## src/rtl/assert_macros.svh

```systemverilog
// Assertion helpers shared by the RTL modules.
// Each macro expects a clock named clk and a reset named rst in scope.
`ifndef ASSERT_MACROS_SVH
`define ASSERT_MACROS_SVH

// Property that must hold at every clock edge outside reset.
`define CSX_ASSERT(label, prop) \
  label: assert property (@(posedge clk) disable iff (rst) (prop)) \
    else $error("assertion failed");

// When the trigger holds, the consequence must hold in the next cycle.
`define CSX_ASSERT_NEXT(label, trig, cons) \
  label: assert property (@(posedge clk) disable iff (rst) (trig) |=> (cons)) \
    else $error("assertion failed");

`endif

```

## src/rtl/csx_pkg.sv

```systemverilog
`timescale 1ns / 1ps
// ----------------------------------------------------------------------------
// csx_pkg: shared types and constants of the CAN signal extractor
// Payload structs, command codes, queue entry layout and the length mask.
// ----------------------------------------------------------------------------
package csx_pkg;

  // Default table geometry.
  localparam int MSG_SLOTS_DEF    = 64;
  localparam int SIGS_PER_MSG_DEF = 16;

  // Most results one decode may produce.
  localparam int MAX_RES = 16;

  // Depth of the queue between front and back.
  localparam int QDEPTH = 2;

  // Command codes on the input channel.
  localparam logic [1:0] CMD_LOAD_MSG = 2'd0;
  localparam logic [1:0] CMD_LOAD_SIG = 2'd1;
  localparam logic [1:0] CMD_DECODE   = 2'd2;

  // Operations the front hands to the back.
  typedef enum logic [1:0] {
    OP_MSG,
    OP_SIG,
    OP_DEC,
    OP_NONE
  } op_t;

  // Back-end sequencer states.
  typedef enum logic [2:0] {
    ST_CLEAR,
    ST_IDLE,
    ST_SEARCH,
    ST_FETCH,
    ST_EMIT,
    ST_RAW
  } bstate_t;

  typedef struct packed {
    logic [1:0]  cmd;
    logic [5:0]  slot;
    logic [3:0]  sig_index;
    logic [28:0] can_id;
    logic [4:0]  sig_count;
    logic [5:0]  start_pos;
    logic [6:0]  sig_length;
    logic [3:0]  dlc;
    logic [63:0] data;
  } in_item_t;

  typedef struct packed {
    logic [28:0] frame_id;
    logic [5:0]  sig_start;
    logic [6:0]  sig_bits;
    logic [63:0] value;
    logic        known;
    logic        last;
  } out_item_t;

  // Classified work item held in the queue.
  typedef struct packed {
    op_t         op;
    logic [5:0]  slot;
    logic [3:0]  sig_index;
    logic [28:0] can_id;
    logic [4:0]  count;
    logic [5:0]  start;
    logic [6:0]  len;
    logic [3:0]  nb;
    logic [63:0] payload;
    logic [63:0] data;
  } qitem_t;

  // One message table word.
  typedef struct packed {
    logic        valid;
    logic [28:0] can_id;
    logic [4:0]  count;
  } slot_word_t;

  // One signal descriptor word.
  typedef struct packed {
    logic [5:0] start;
    logic [6:0] len;
  } entry_t;

  // Mask of the low len bits, all ones from 64 up.
  function automatic logic [63:0] len_mask(input logic [6:0] len);
    logic [63:0] m;
    if (len >= 7'd64) begin
      m = '1;
    end else begin
      m = (64'd1 << len) - 64'd1;
    end
    return m;
  endfunction

endpackage

```

## src/rtl/csx_queue.sv

```systemverilog
`timescale 1ns / 1ps
// ----------------------------------------------------------------------------
// csx_queue: small FIFO between front and back
// Holds classified work items so that each side can stall on its own.
// ----------------------------------------------------------------------------
module csx_queue
  import csx_pkg::*;
(
  input  logic   clk,
  input  logic   rst,
  input  logic   wr_valid,
  output logic   wr_ready,
  input  qitem_t wr_item,
  output logic   rd_valid,
  input  logic   rd_ready,
  output qitem_t rd_item
);

  localparam int QAW = (QDEPTH > 1) ? $clog2(QDEPTH) : 1;
  localparam int QCW = $clog2(QDEPTH + 1);

  qitem_t           mem [QDEPTH];
  logic [QAW-1:0]   wptr;
  logic [QAW-1:0]   rptr;
  logic [QCW-1:0]   cnt;
  logic             do_wr;
  logic             do_rd;

  // Status and transfer qualifiers.
  assign wr_ready = (cnt != QCW'(QDEPTH));
  assign rd_valid = (cnt != '0);
  assign rd_item  = mem[rptr];
  assign do_wr    = wr_valid && wr_ready;
  assign do_rd    = rd_valid && rd_ready;

  // Storage needs no reset.
  always_ff @(posedge clk) begin
    if (do_wr) begin
      mem[wptr] <= wr_item;
    end
  end

  // Pointers and fill count.
  always_ff @(posedge clk) begin
    if (rst) begin
      wptr <= '0;
      rptr <= '0;
      cnt  <= '0;
    end else begin
      if (do_wr) begin
        wptr <= (wptr == QAW'(QDEPTH - 1)) ? '0 : wptr + QAW'(1);
      end
      if (do_rd) begin
        rptr <= (rptr == QAW'(QDEPTH - 1)) ? '0 : rptr + QAW'(1);
      end
      if (do_wr && !do_rd) begin
        cnt <= cnt + QCW'(1);
      end else if (!do_wr && do_rd) begin
        cnt <= cnt - QCW'(1);
      end
    end
  end

endmodule

```

## config.mk

```make
export PLATFORM = sky130hd
export DESIGN_NAME = csx_queue
export DESIGN_NICKNAME = d
export VERILOG_FILES = /design/src/rtl/assert_macros.svh /design/src/rtl/csx_pkg.sv /design/src/rtl/csx_queue.sv
export SDC_FILE = /design/constraint.sdc
export NUM_CORES = 1
export LEC_CHECK = 0
export BUFFER_PORTS_ARGS = -buffer_cell sky130_fd_sc_hd__buf_4
export CAP_MARGIN = 0
export CORE_ASPECT_RATIO = 1.25
export CORE_MARGIN = 5
export CORE_UTILIZATION = 30
export CTS_BUF_LIST = sky130_fd_sc_hd__clkbuf_8
export DETAILED_ROUTE_END_ITERATION = 8
export PLACE_DENSITY = 0.55
export SKIP_LAST_GASP = 1
export SLEW_MARGIN = 5
export SYNTH_ARGS = -nofsm -noshare
export SYNTH_HDL_FRONTEND = slang
export SYNTH_SLANG_ARGS = --single-unit
```

## constraint.sdc

```tcl
create_clock -name clk -period 8.2 [get_ports clk]
set_clock_uncertainty 0.2 [all_clocks]
set_input_delay 2.46 -clock clk [delete_from_list [all_inputs] [get_ports clk]]
set_output_delay 2.46 -clock clk [all_outputs]
set_load 0.005 [all_outputs]
```

==> impl_metrics.tcl, run 1 <==
set metrics [dict create \
    maxClockFrequency_mhz 183 \
    preCtsSetupSlack_ns 3.29 \
    power_density_mw_per_mm2 284 \
    viasPerCell 4.18 \
    clk_latency_ns 0.62 \
    htreeDepth 2 \
    core_area_mm2 0.0464 \
    io_buffers 387 \
    r2r-start "cnt[0]" \
    synth_cell_types 18 \
    cp_max_fo 59 \
    drc 0 \
    tightest_slew_ns 0.899 \
    criticalPathCategory "register to primary output" \
    cts_root_buf "clkbuf_8" \
    final_hold_viol_count 0 \
    min_period_over_period_pct 66.6 \
    fin_util_pct 40.3 \
    place.gp.congestion 0.738 \
    grt_use_total_pct 11.7 \
    cts_inserted_buffers 59 \
    place_inst 1620 \
    yosys_warnings 0 \
    rsz0062_at_grt "no" \
    postCtsSetupRepairBufs 0 \
    worstHoldPathType "register to register" \
    syn_nets 814 \
    wire_per_inst_um 18.5 \
    p_clk_share_pct 27.1 \
    wirelength_mm 31.9 \
    post_cts_resized 0 \
    end_kind "primary output" \
    layout_commonest_cell "buf_4" \
    switching_power_mw 1.36 \
    syn_inst 618 \
    cts_tree "done" \
    regToRegSetupSlack_ns 5.38 \
    ios 388 \
    fin_hold_ws_ns 0.301 \
    crit_required_ns 5.54 \
    syn_area_mm2 0.0141 \
    vdd_drop_max_mv 0.165 \
    hold_path.startpoint "rptr" \
    intPower_mw 3.95 \
    grt_max_degree 109 \
    worstRegToRegCells 4 \
    die_y_um 252 \
    drive_gt1_share_pct 60.0 \
    fillCellCount 4266 \
    path_clk_slew_ns 0.06 \
    rr_endpoint "mem[0][22]" \
    min_period_ns 5.46 \
    final_cell_mix "buf_4, edfxtp_1, mux2_2, clkbuf_8, inv_1" \
    slew_headroom_pct 40.1 \
    placed_cell_area_mm2 0.0176 \
    crit_path_start_kind "register" \
    setup_viol 0 \
    crit_arrival_ns 2.80 \
    die_width_um 204 \
    placementRows 88 \
    fin_cells 1728 \
    grt_pass1_wl_mm 46.2 \
    cts_sinks 387 \
    final_net_count 1247 \
    grt_pass1_vias 7635 \
    clockBufferDepth 3 \
    design_area_mm2 0.0187 \
    pwr-share-comb_pct 24.5 \
    area_growth_pct 32.9 \
    synth-seq-cells 387 \
    ys_seq_area_share_pct 82.2 \
    switching_share_pct 25.6 \
    overflow 0 \
    power_frac_seq_pct 48.4 \
    slew_viol_final 0 \
    hpwlAfterDp_mm 21.7 \
    ant_nets 0 \
    start_util_pct 30.4 \
    power_mw 5.31 \
    dr.pass1.iters 4 \
    finalWorstSetupSlack_ns 2.74 \
    vias 7220 \
    drt_iter0_drc 228 \
    setup_tns_ns 0 \
    worstHoldPathCells 2 \
    status "completed" \
    antenna_found_initial 2 \
    postCtsHoldBufs 0 \
    p_leak_nw 6.89 \
    die_area_mm2 0.0514 \
    maxCapViolCount 0 \
    avgSynthCellArea_um2 22.8 \
]
-- power groups by stage --
stage,Sequential (mW),Combinational (mW),Clock (mW)
after global routing,2.59,1.40,1.60
after detailed placement,2.62,1.33,0
after global placement,2.61,1.32,0
after CTS,2.58,1.34,1.51
final,2.57,1.30,1.44
after floorplan,2.60,0.710,0
-- synth_stat cells (all sizes together) --
master	count	area (µm²)
nor2	3	11.3
and3	1	6.26
nand2b	1	6.26
or3	1	6.26
a21bo	1	10.0
nand3b	1	7.51
or2	1	6.26
ha	1	12.5
a21oi	2	10.0
xor2	3	26.3
and2	1	6.26
mux2	191	2150
o21ai	2	10.0
buf	21	229
inv	1	3.75
edfxtp	382	11500
dfxtp	5	100
-- logic make-up after synthesis --
group	count (synthesis)	share of synthesized area, %
AND/OR/NAND/NOR	9	0.356
adder cells (fa/ha/maj)	1	0.0889
flip-flops	387	82.2
XOR/XNOR	3	0.187
multiplexers	191	15.3
AO/OA/AOI/OAI	5	0.213
buffers and inverters	22	1.65
-- sequential cells by signal, summed over array words and instances, names as in the netlist, named ones only --
signal	flops
cnt	2
mem	382
rptr	1
wptr	1
-- final cells by class --
class | instances | area [µm²] | share of cell area, %
sequential | 387 | 11600 | 61.9
clock inverter | 42 | 191 | 1.02
tap | 630 | 788 | 4.21
multi-input combinational | 209 | 2270 | 12.2
timing repair buffer | 393 | 2980 | 15.9
antenna | 2 | 5.00 | 0.0268
clock buffer | 64 | 881 | 4.71
inverter | 1 | 11.3 | 0.0602
-- layer usage --
metal	vias up	part of all wire, %	GRT usage, %
met5	-	0	0
met4	0	2.7	4.36
met3	56	9.1	4.68
met2	275	52	20.5
met1	3540	36	12.9
li1	3349	-	-
-- worst max-delay path, cell delays in order, from the launching register on --
cell and delay, ns:
dfxtp_4 0.91, buf_4 0.66, mux2_2 0.42, buf_4 0.14
-- worst max path at each step --
stage	slack, ns	to	from	cells past startpoint
floorplan	0.55	mem[1][0]	wr_valid	1
global placement	3.37	rd_item[34]	register	3
detailed placement	3.29	rd_item[39]	register	3
CTS	2.57	rd_item[39]	register	3
global route	2.53	rd_item[42]	register	3
finish	2.74	rd_item[39]	register	3
No activity file was read; power rests on OpenSTA's default activity.
==> run 2, diff against run 1 <==
--- a/config.mk
+++ b/config.mk
@@ -12,7 +12,7 @@
 export CORE_UTILIZATION = 30
 export CTS_BUF_LIST = sky130_fd_sc_hd__clkbuf_8
 export DETAILED_ROUTE_END_ITERATION = 8
-export PLACE_DENSITY = 0.55
+export PLACE_DENSITY = 0.57
 export SKIP_LAST_GASP = 1
 export SLEW_MARGIN = 5
 export SYNTH_ARGS = -nofsm -noshare
==> constraint.sdc (replaced) <==
create_clock -name clk -period 4.72 [get_ports clk]
set_clock_uncertainty 0.2 [all_clocks]
set_input_delay 1.416 -clock clk [delete_from_list [all_inputs] [get_ports clk]]
set_output_delay 1.416 -clock clk [all_outputs]
set_load 0.005 [all_outputs]
==> run 2 against run 1 <==
Worst setup slack lost 2.0 ns. Core utilization grew 0.11 points. Sequential cell count is the same. Via count is essentially flat. Non-clock buffer count grew 10. Critical path depth is the same. Routed wire length shrank 1.9%. Clock power grew 65%. Register-to-register slack lost 3.5 ns. Largest cell class unchanged. Largest power group unchanged.
==> impl_metrics.tcl, run 2 (synthesized netlist as in run 1, its figures left out) <==
set metrics [dict create \
    die_area_mm2 0.0514 \
    crit_chain "buf_12 > mux2_2 > buf_4" \
    power_frac_seq_pct 48.4 \
    criticalPathCategory "register to primary output" \
    post_cts_resized 0 \
    preCtsSetupSlack_ns 0.992 \
    placementRows 88 \
    dr.pass1.iters 4 \
    slew_viol_final 0 \
    die_width_um 204 \
    io_buffers 387 \
    clockBufferDepth 3 \
    final_cell_mix "buf_4, edfxtp_1, mux2_2, clkbuf_8, inv_1" \
    p_leak_nw 6.93 \
    min_period_over_period_pct 83.7 \
    slowest_delay_ns 0.78 \
    layout_commonest_cell "buf_4" \
    place.gp.congestion 0.728 \
    cts_sinks 387 \
    grt_pass1_vias 7992 \
    grt_use_total_pct 11.6 \
    status "completed" \
    ios 388 \
    reg_top3 "mem x382, cnt x2" \
    power_mw 9.17 \
    cp_max_fo 49 \
    largest-register "mem" \
    n_antenna_cell 0 \
    setup_viol 0 \
    vdd_drop_max_mv 0.256 \
    p_clk_share_pct 26.0 \
    min_period_ns 3.95 \
    crit_path_start_kind "register" \
    wl_met2_mm 16.1 \
    path_clk_slew_ns 0.06 \
    vias 7217 \
    final_hold_viol_count 0 \
    ant_nets 0 \
    wirelength_mm 31.3 \
    area_growth_pct 33.2 \
    core_area_mm2 0.0464 \
    pwr-share-comb_pct 25.7 \
    overflow 0 \
    end_kind "primary output" \
    cts_tree "done" \
    switching_power_mw 2.36 \
    clk_latency_ns 0.61 \
    cts_root_buf "clkbuf_8" \
    grt_max_degree 98 \
    intPower_mw 6.81 \
    wl_met1_mm 11.2 \
    largest_register_ffs 382 \
    met3_length_mm 3.24 \
    final_net_count 1258 \
    drc 0 \
    drt_iter0_drc 191 \
    start_util_pct 30.4 \
    grt_pass1_wl_mm 45.9 \
    rsz0062_at_grt "no" \
    postCtsHoldBufs 0 \
    crit_slowest_cell "dfxtp_4" \
    worstHoldPathType "register to register" \
    drive_gt1_share_pct 60.4 \
    postCtsSetupRepairBufs 0 \
    tightest_slew_ns 0.715 \
    die_y_um 252 \
    slew_headroom_pct 52.4 \
    antenna_found_initial 0 \
    htreeDepth 2 \
    hpwlAfterDp_mm 21.2 \
    switching_share_pct 25.7 \
    viasPerCell 4.17 \
    finalWorstSetupSlack_ns 0.768 \
    regToRegSetupSlack_ns 1.89 \
    power_density_mw_per_mm2 489 \
    wire_per_inst_um 18.1 \
    maxCapViolCount 0 \
    cts_inserted_buffers 60 \
    crit_required_ns 3.10 \
    crit_arrival_ns 2.34 \
    top_layer "met4" \
    maxClockFrequency_mhz 253 \
]
==> run 2: cell count changes in the layout (fill, tap and decap cells not counted), sizes merged <==
cell,change
buf,+10
bufinv,-1
clkbuf,-3
diode,-2
==> run 2: area by class of cell <==
cell class | count | area (µm²)
Fill cell | 4242 | 27600
Sequential cell | 387 | 11600
Timing Repair Buffer | 403 | 3100
Multi-Input combinational cell | 209 | 2270
Clock buffer | 61 | 840
Tap cell | 630 | 788
Clock inverter | 41 | 165
Inverter | 1 | 7.51
==> run 2: worst max-delay path: cells and delay by family (launching register included) <==
family / cells / cell delay, ns
buf+inv: 2 / 0.48
flops: 1 / 0.78
mux: 1 / 0.39
==> run 2: path summary, 6_finish.rpt <==
path / from / endpoint / depth (start not counted)
max: register / rd_item[172] / 3
max reg2reg: cnt[0] / mem[0][92] / 5
min: rptr / register / 2
min reg2reg: rptr / register / 2
==> run 2: layer usage <==
layer	global-route usage (%)	up-vias
met1	12.3	3525
met2	20.2	282
met3	5.44	51
met5	0	-
met4	4.01	0
li1	-	3359
==> run 2: power by group through the flow <==
stage               Clock [mW]  Combinational [mW]  Sequential (mW)
floorplan                    0                1.23             4.47
global placement             0                2.42             4.50
detailed placement           0                2.41             4.52
CTS                       2.52                2.43             4.45
global route              2.66                2.54             4.48
finish                    2.38                2.35             4.43
==> run 2: metrics by stage <==
step	util, %	hold WS (ns)	std cells	area (µm²)	setup TNS, ns
floorplan	-	0.271	618	14100	-51.41
global placement	38.3	0.288	1630	17700	0
detailed placement	38.3	0.295	1630	17700	0
CTS	40.5	0.310	1732	18800	0
global route	40.5	0.331	1732	18800	0
finish	40.5	0.310	1732	18800	0
