[config.mk]
export PLATFORM = sky130hd
export DESIGN_NAME = csx_front
export DESIGN_NICKNAME = d
export VERILOG_FILES = /design/src/rtl/assert_macros.svh /design/src/rtl/csx_pkg.sv /design/src/rtl/csx_front.sv
export SDC_FILE = /design/constraint.sdc
export NUM_CORES = 1
export LEC_CHECK = 0
export BUFFER_PORTS_ARGS = -buffer_cell sky130_fd_sc_hd__buf_2
export CAP_MARGIN = 20
export CORE_AREA = 10 10 118 120
export DETAILED_ROUTE_END_ITERATION = 16
export DIE_AREA = 0 0 128 130
export SLEW_MARGIN = 20
export SYNTH_ARGS = -nofsm -noshare
export SYNTH_HDL_FRONTEND = slang
export SYNTH_SLANG_ARGS = --single-unit
[constraint.sdc]
create_clock -name vclk -period 7.6
set_clock_uncertainty 0.1 [all_clocks]
set_input_delay 1.52 -clock vclk [all_inputs]
set_output_delay 1.52 -clock vclk [all_outputs]
set_load 0.1 [all_outputs]
[src/rtl/assert_macros.svh]
// Assertion helpers shared by the RTL modules.
// Each macro expects a clock named clk and a reset named rst in scope.
`ifndef ASSERT_MACROS_SVH
`define ASSERT_MACROS_SVH

// Property that must hold at every clock edge outside reset.
`define CSX_ASSERT(label, prop) \
  label: assert property (@(posedge clk) disable iff (rst) (prop)) \
    else $error("assertion failed");

// When the trigger holds, the consequence must hold in the next cycle.
`define CSX_ASSERT_NEXT(label, trig, cons) \
  label: assert property (@(posedge clk) disable iff (rst) (trig) |=> (cons)) \
    else $error("assertion failed");

`endif

[src/rtl/csx_pkg.sv]
`timescale 1ns / 1ps
// ----------------------------------------------------------------------------
// csx_pkg: shared types and constants of the CAN signal extractor
// Payload structs, command codes, queue entry layout and the length mask.
// ----------------------------------------------------------------------------
package csx_pkg;

  // Default table geometry.
  localparam int MSG_SLOTS_DEF    = 64;
  localparam int SIGS_PER_MSG_DEF = 16;

  // Most results one decode may produce.
  localparam int MAX_RES = 16;

  // Depth of the queue between front and back.
  localparam int QDEPTH = 2;

  // Command codes on the input channel.
  localparam logic [1:0] CMD_LOAD_MSG = 2'd0;
  localparam logic [1:0] CMD_LOAD_SIG = 2'd1;
  localparam logic [1:0] CMD_DECODE   = 2'd2;

  // Operations the front hands to the back.
  typedef enum logic [1:0] {
    OP_MSG,
    OP_SIG,
    OP_DEC,
    OP_NONE
  } op_t;

  // Back-end sequencer states.
  typedef enum logic [2:0] {
    ST_CLEAR,
    ST_IDLE,
    ST_SEARCH,
    ST_FETCH,
    ST_EMIT,
    ST_RAW
  } bstate_t;

  typedef struct packed {
    logic [1:0]  cmd;
    logic [5:0]  slot;
    logic [3:0]  sig_index;
    logic [28:0] can_id;
    logic [4:0]  sig_count;
    logic [5:0]  start_pos;
    logic [6:0]  sig_length;
    logic [3:0]  dlc;
    logic [63:0] data;
  } in_item_t;

  typedef struct packed {
    logic [28:0] frame_id;
    logic [5:0]  sig_start;
    logic [6:0]  sig_bits;
    logic [63:0] value;
    logic        known;
    logic        last;
  } out_item_t;

  // Classified work item held in the queue.
  typedef struct packed {
    op_t         op;
    logic [5:0]  slot;
    logic [3:0]  sig_index;
    logic [28:0] can_id;
    logic [4:0]  count;
    logic [5:0]  start;
    logic [6:0]  len;
    logic [3:0]  nb;
    logic [63:0] payload;
    logic [63:0] data;
  } qitem_t;

  // One message table word.
  typedef struct packed {
    logic        valid;
    logic [28:0] can_id;
    logic [4:0]  count;
  } slot_word_t;

  // One signal descriptor word.
  typedef struct packed {
    logic [5:0] start;
    logic [6:0] len;
  } entry_t;

  // Mask of the low len bits, all ones from 64 up.
  function automatic logic [63:0] len_mask(input logic [6:0] len);
    logic [63:0] m;
    if (len >= 7'd64) begin
      m = '1;
    end else begin
      m = (64'd1 << len) - 64'd1;
    end
    return m;
  endfunction

endpackage

[src/rtl/csx_front.sv]
`timescale 1ns / 1ps
// ----------------------------------------------------------------------------
// csx_front: input acceptance and command classification
// Checks load ranges, saturates counts, packs the frame payload and pushes
// useful work into the queue. Unused commands and bad loads are dropped.
// ----------------------------------------------------------------------------
module csx_front
  import csx_pkg::*;
#(
  parameter int MSG_SLOTS    = MSG_SLOTS_DEF,
  parameter int SIGS_PER_MSG = SIGS_PER_MSG_DEF
) (
  input  logic     in_valid,
  output logic     in_ready,
  input  in_item_t in_item,
  input  logic     clearing,
  output logic     push_valid,
  input  logic     push_ready,
  output qitem_t   push_item
);

  localparam int CNT_CAP = (SIGS_PER_MSG < MAX_RES) ? SIGS_PER_MSG : MAX_RES;

  logic       slot_ok;
  logic       sig_ok;
  logic [7:0] span;
  logic [3:0] nb;
  logic [6:0] pack_shift;
  op_t        op;

  // Range checks on load commands.
  assign span    = {2'b00, in_item.start_pos} + {1'b0, in_item.sig_length};
  assign slot_ok = (32'(in_item.slot) < MSG_SLOTS);
  assign sig_ok  = slot_ok && (32'(in_item.sig_index) < SIGS_PER_MSG) &&
                   (in_item.sig_length != 7'd0) && (span <= 8'd65);

  // Byte count and right-aligned big-endian payload.
  assign nb         = (in_item.dlc > 4'd8) ? 4'd8 : in_item.dlc;
  assign pack_shift = 7'd64 - {nb, 3'b000};

  // Command decode.
  always_comb begin
    unique case (in_item.cmd)
      CMD_LOAD_MSG: op = slot_ok ? OP_MSG : OP_NONE;
      CMD_LOAD_SIG: op = sig_ok ? OP_SIG : OP_NONE;
      CMD_DECODE:   op = OP_DEC;
      default:      op = OP_NONE;
    endcase
  end

  // Work item for the back end.
  always_comb begin
    push_item           = '0;
    push_item.op        = op;
    push_item.slot      = in_item.slot;
    push_item.sig_index = in_item.sig_index;
    push_item.can_id    = in_item.can_id;
    push_item.count     = (in_item.sig_count > 5'(CNT_CAP)) ? 5'(CNT_CAP)
                                                             : in_item.sig_count;
    push_item.start     = in_item.start_pos;
    push_item.len       = in_item.sig_length;
    push_item.nb        = nb;
    push_item.payload   = in_item.data >> pack_shift;
    push_item.data      = in_item.data;
  end

  // Items are taken whenever the queue has room and the table is not clearing.
  assign in_ready   = push_ready && !clearing;
  assign push_valid = in_valid && in_ready && (op != OP_NONE);

endmodule

==> impl_metrics.toml, run 1 <==
[floorplan]
die-area_sq_mm = 0.01664
core_area_sq_mm = 0.01171
fp.dieW_um = 128
initial_core_util_pct = 25.62
die_h_um = 130
num_rows = 40
io_pins = 323

[cts]
holdBufCountCts = 0
cts_resized = 0
postCtsSetupRepairBufs = 0

[synth]
synth.cells.most_frequent = "buf_4, nand2_1, nor2_1"
syn_inst = 429
synth_top_area_share_pct = 30.28
post-synth-top-count-cell = "buf_4"
yosys-top-cells-area = "buf_4, mux2i_1, nand2_1"
synth_area_sq_mm = 0.003000
synth_top_area_cell = "buf_4"
ys_seq_area_share_pct = 0
synth_cell_types = 44
syn-mean-instance-area_sq_um = 6.994
yosysWarningCount = 0
syn-num-nets = 567

[global_routing]
grt_pass1_wl_um = 19020
gr-total-overflow = 0
grt_pass1_vias = 3370
antenna_found_initial = 0
grt_max_degree = 48
grt_usage_pct = 14.06

[placed_design]
dp_cells = 681
gp_congestion = 0.8102
portBuffers = 245
hpwl_um = 10700

[hold_path]
hold_start = "in_item[87]"
whs_path_depth = 0
hold_path.class = "in2out"
holdPathEnd = "push_item[151]"

[layout]
postLayoutCoreUtil_pct = 29.17
diodes = 0
instances_no_fill = 681
seq_cells = 0
n_clock_buffer = 0
syn_to_final_growth_pct = 13.84
drive_gt1_share_pct = 50.94
final-seq-area_sq_um = 0
nets = 674

[routing]
drt-initial-drc-count = 111
drtAntennaViolNets = 0
firstDrtPassIters = 4
wl_um = 13030
vias_per_cell = 4.814
wl_per_cell_um = 19.13
route.vias.total = 3278
drc = 0

[sta]
slew_viol_final = 0
worstMarginPinSlew_ns = 0.8907
period_share_pct = 75.01
hold_viol = 0
fmax_mhz = 175.4
relSlewSlack_pct = 40.22
tns_ns = 0
fin_hold_ws_ns = 2.940
fin_crit_ns = 5.701
rsz0062_at_grt = "no"
setup_viol = 0

[critical_path]
crit_path_end_kind = "primary output"
critPathKind = "in2out"
crit_arrival_ns = 4.08
worst-path-max-fanout = 45
cp.required_ns = 5.98
startpoint_type = "input port"

[outcome]
status = "completed"

[power_and_ir_drop]
ir_drop_v = 0.0001467
power_leakage_nw = 1.928
power_density_mw_per_mm2 = 234.8
seq_power_share_pct = 0
p_sw_mw = 0.6684
share_comb_of_total_power_pct = 100.0
p_clk_share_pct = 0
p_int_mw = 0.1336
power.share.switching_pct = 83.34

[job]
max-cap-violations = 0
## worst max-delay path: stages
cell and delay (ns):
buf_2 0.12, nand2b_1 0.16, ha_2 0.88, buf_4 0.46, mux2i_1 0.28, and2_1 0.18
buf_2 0.44
## per-stage QoR
| step | setup slack [ns] | total power, mW | area [sq um] |
|---|---|---|---|
| after floorplan | 0.6627 | 0.7906 | 3000 |
| after global placement | 1.875 | 0.8067 | 3416 |
| after detailed placement | 1.848 | 0.8068 | 3416 |
| after CTS | 1.845 | 0.8078 | 3416 |
| after global routing | 1.720 | 0.8351 | 3416 |
| final | 1.899 | 0.8020 | 3416 |
## power groups by stage
stage	Clock (mW)	Sequential [mW]	Combinational [mW]
after floorplan	0	0	0.791
after global placement	0	0	0.807
after detailed placement	0	0	0.807
after CTS	0	0	0.808
after global routing	0	0	0.835
final	0	0	0.802
## worst max-delay path by stage
stage | start | endpoint | slack (ns)
detailed placement | in_item[67] | push_item[90] | 1.85
finish | in_item[67] | push_item[99] | 1.90
CTS | in_item[67] | push_item[90] | 1.85
floorplan | in_item[67] | push_item[79] | 0.66
global route | in_item[67] | push_item[99] | 1.72
global placement | in_item[67] | push_item[90] | 1.88
## area by class of cell
cell class | instances | area (sq um)
well taps | 147 | 183.9
fillers | 1357 | 8295
repair buffers | 249 | 1256
inverters | 7 | 28.78
multi-input cells | 278 | 1947
## metal layers
layer | GRT usage [%] | wire length [um] | vias up
met4 | 1.523 | 126 | 0
li1 | - | - | 1575
met1 | 15.28 | 5127 | 1511
met2 | 26.28 | 6408 | 178
met5 | 0 | 0 | -
met3 | 5.030 | 1366 | 14
## layout by cell type, fill, tap and decap left out, types with 7 or more instances in the layout
master | synthesis | final
a31oi_1 | 10 | 10
o21ai_0 | 25 | 25
and3_1 | 8 | 8
buf_2 | 8 | 245
o22ai_1 | 8 | 8
mux2i_1 | 34 | 34
nor2_1 | 36 | 36
and2_1 | 8 | 8
mux4_2 | 11 | 11
a22o_1 | 8 | 8
nand2_1 | 67 | 67
o21ai_1 | 7 | 7
## cell families (layout without fill, tap and decap cells)
logic type	Yosys count	count (layout)	synth area share, %
adder cells (fa/ha/maj)	8	8	3.586
AO/OA/AOI/OAI	83	83	18.60
AND/OR/NAND/NOR	134	134	20.18
XOR/XNOR	5	5	1.460
buffers and inverters	151	256	35.20
multiplexers	48	48	20.98
Power figures use the tool's default switching activity.
==> run 2, diff against run 1 <==
- CORE_AREA: 10 10 118 120 -> 10 10 116 118
- DIE_AREA: 0 0 128 130 -> 0 0 126 128
- PLACE_DENSITY: unset -> 0.65
- clock period: 7.6 -> 5.8 ns (I/O delays scaled with it)
==> impl_metrics.toml, run 2 (same netlist as run 1, synthesis figures left out) <==
[outcome]
status = "completed"

[routing]
drc = 0
vias_per_cell = 4.883
drtAntennaViolNets = 0
wl_per_cell_um = 19.76
wl_um = 13400
route.vias.total = 3311
drt-initial-drc-count = 144
firstDrtPassIters = 4

[job]
max-cap-violations = 0

[critical_path]
cp.required_ns = 4.54
crit_arrival_ns = 3.41
critical_path.cell_chain = "buf_2 -> ha_1 -> fa_1 -> a211oi_2 -> o21bai_1 -> a21oi_1 -> xnor2_1 -> o41ai_2 -> a31oi_1 -> buf_2"
critPathKind = "in2out"
crit_path_end_kind = "primary output"
startpoint_type = "input port"
cp_slowest_cell = "buf_2"
worst-path-max-fanout = 3
slowest_delay_ns = 0.45
cpMostUsedCell = "buf_2"

[layout]
n_clock_buffer = 0
seq_cells = 0
layout_commonest_cell = "buf_2"
postLayoutCoreUtil_pct = 33.65
drive_gt1_share_pct = 51.03
nets = 675
final-seq-area_sq_um = 0
fin_area_sq_mm = 0.003776
syn_to_final_growth_pct = 25.85
fill_cells = 1230
diodes = 0
final_cell_mix = "buf_2, nand2_1, nor2_1, mux2i_1, buf_12"

[sta]
rsz0062_at_grt = "no"
period_share_pct = 80.47
tns_ns = 0
slew_viol_final = 0
fin_crit_ns = 4.667
relSlewSlack_pct = 44.33
fmax_mhz = 214.3
setup_viol = 0
hold_viol = 0
worstMarginPinSlew_ns = 0.8295

[power_and_ir_drop]
power.share.switching_pct = 78.85
power_leakage_nw = 2.029
p_int_mw = 0.2385
share_comb_of_total_power_pct = 100.0
seq_power_share_pct = 0
p_sw_mw = 0.8894
ir_drop_v = 0.0001826
power_density_mw_per_mm2 = 298.7
p_clk_share_pct = 0

[placed_design]
gp_congestion = 0.8408
dpl_cell_area_sq_mm = 0.003776
hpwl_um = 11250
portBuffers = 245

[floorplan]
core_area_sq_mm = 0.01122
num_rows = 39
die-area_sq_mm = 0.01613
die_h_um = 128
fp.dieW_um = 126
io_pins = 323
initial_core_util_pct = 26.73

[global_routing]
gr-total-overflow = 0
grt_pass1_vias = 3422
grt_max_degree = 70
grt_usage_pct = 14.90
grt_pass1_wl_um = 19870
antenna_found_initial = 0

[cts]
postCtsSetupRepairBufs = 0
holdBufCountCts = 0
cts_resized = 0

[hold_path]
hold_path.class = "in2out"
==> run 2: cell count changes in the layout (fill, tap and decap cells not counted), sizes merged <==
cell,previous run,this run
buf,249,250
==> run 2: path summary, 6_finish.rpt <==
path	start	end	cells after the start
hold / removal	in_item[90]	push_item[154]	0
setup / recovery	in_item[68]	push_item[190]	10
==> run 2: stage by stage <==
stage / hold WS (ns) / std cells / setup WS, ns / total power [mW]
3_5_place_dp: 2.221 / 678 / 1.107 / 1.137
4_1_cts: 2.221 / 678 / 1.104 / 1.138
2_1_floorplan: 2.432 / 429 / 0.2639 / 1.037
3_3_place_gp: 2.221 / 678 / 1.128 / 1.135
6_report: 2.220 / 678 / 1.133 / 1.128
5_1_grt: 2.220 / 678 / 0.9983 / 1.171
==> run 2: routing by layer <==
layer  routed length [um]  up-vias  GRT usage, %  part of all wire [%]
li1                     -     1588             -                     -
met1                 5034     1506         15.97                    38
met2                 6622      189         27.51                    49
met3                 1410       28         5.128                    11
met4                  333        0         3.349                   2.5
met5                    0        -             0                     0
==> run 2: area by class of cell <==
type	count	area (sq um)	area share (%)
inverters	7	28.78	0.7621
well taps	143	178.9	4.738
repair buffers	250	1622	42.94
multi-input cells	278	1947	51.56
==> run 2: critical path: cells and delay by family <==
| kind | cells | cell delay [ns] |
|---|---|---|
| AO/OA/AOI/OAI | 5 | 0.90 |
| adder cells (fa/ha/maj) | 2 | 0.63 |
| XOR/XNOR | 1 | 0.16 |
| buffers and inverters | 2 | 0.56 |
==> run 2: power groups by stage <==
stage                     Clock [mW]  Combinational (mW)  Sequential [mW]
final                              0                1.13                0
after global routing               0                1.17                0
after CTS                          0                1.14                0
after detailed placement           0                1.14                0
after global placement             0                1.13                0
after floorplan                    0                1.04                0
==> run 3, diff against run 2 <==
- PLACE_DENSITY: 0.65 -> 0.68
- clock period: 5.8 -> 4.05 ns (I/O delays scaled with it)
==> impl_metrics.toml, run 3 (same netlist as run 1, synthesis figures left out) <==
[layout]
final-seq-area_sq_um = 0
fill_cells = 1136
layout_commonest_cell = "buf_2"
nets = 684
seq_cells = 0
multi_input_area_sq_mm = 0.002283
drive_gt1_share_pct = 61.58
postLayoutCoreUtil_pct = 42.29
n_clock_buffer = 0
syn_to_final_growth_pct = 58.17
diodes = 0
fin_area_sq_mm = 0.004746
instances_no_fill = 687
final_cell_mix = "buf_2, nand2_1, buf_12, mux2i_1"

[global_routing]
use_met1_pct = 15.68
grt_pass1_vias = 3561
gr-total-overflow = 0
grt_use_met3_pct = 6.286
grt_usage_pct = 14.82
grt_max_degree = 47
use_met2_pct = 27.69
grt.busiest_layer = "met2"
grt_pass1_wl_um = 20070
antenna_found_initial = 0

[sta]
fmax_mhz = 261.6
rsz0062_at_grt = "no"
fin_hold_ws_ns = 1.520
relSlewSlack_pct = 62.34
slew_viol_final = 0
fin_crit_ns = 3.823
hold_viol = 0
setup_viol = 0
fin_ws_ns = 0.2271
tns_ns = 0
worstMarginPinSlew_ns = 0.5628
period_share_pct = 94.39

[critical_path]
crit_path_end_kind = "primary output"
critPathKind = "in2out"
cp.required_ns = 3.14
worst-path-max-fanout = 3
startpoint_type = "input port"
crit_arrival_ns = 2.91

[routing]
drtAntennaViolNets = 0
vias_per_cell = 4.901
drc = 0
route.vias.total = 3367
wl_um = 13290
drt-initial-drc-count = 137
wl_per_cell_um = 19.35
firstDrtPassIters = 4

[placed_design]
portBuffers = 245
gp_congestion = 0.8197
dpl_cell_area_sq_mm = 0.004735
dp_cells = 687
preCtsSetupSlack_ns = 0.1583
hpwl_um = 11410

[floorplan]
initial_core_util_pct = 26.73
num_rows = 39
core_area_sq_mm = 0.01122
fp.dieW_um = 126
die_h_um = 128
io_pins = 323
die-area_sq_mm = 0.01613

[cts]
postCtsSetupRepairBufs = 0
holdBufCountCts = 0
cts_resized = 0

[job]
max-cap-violations = 0

[power_and_ir_drop]
power_mw = 1.894
power_density_mw_per_mm2 = 399.1
power_leakage_nw = 2.316
ir_drop_v = 0.0002838

[hold_path]
hold_path.class = "in2out"

[outcome]
status = "completed"
run 3: critical path, stage by stage:
cell	delay [ns]
buf_2	0.11
ha_1	0.21
fa_1	0.41
a211oi_2	0.28
nor2_1	0.09
xor2_1	0.17
o41ai_4	0.40
a31o_2	0.24
buf_12	0.17
run 3: cell type report:
cell class                 count  area share, %
inverter                       7         0.6064
multi-input combinational    278          48.11
tap                          143          3.770
timing repair buffer         259          47.51
run 3: path summary, 6_finish.rpt:
check                        from              to  slack (ns)  cells after the start
worst max-delay path  in_item[68]      push_valid        0.23                      9
worst min-delay path  in_item[87]  push_item[151]        1.52                      0
run 3: power by group:
group	internal, mW	total [mW]	switching (mW)
clock	0	0	0
sequential	0	0	0
combinational	0.544	1.89	1.35
run 3: per-layer routing:
metal,share of wire [%],vias up
met2,51,191
li1,-,1601
met1,36,1557
met5,0,-
met4,0.85,0
met3,12,18
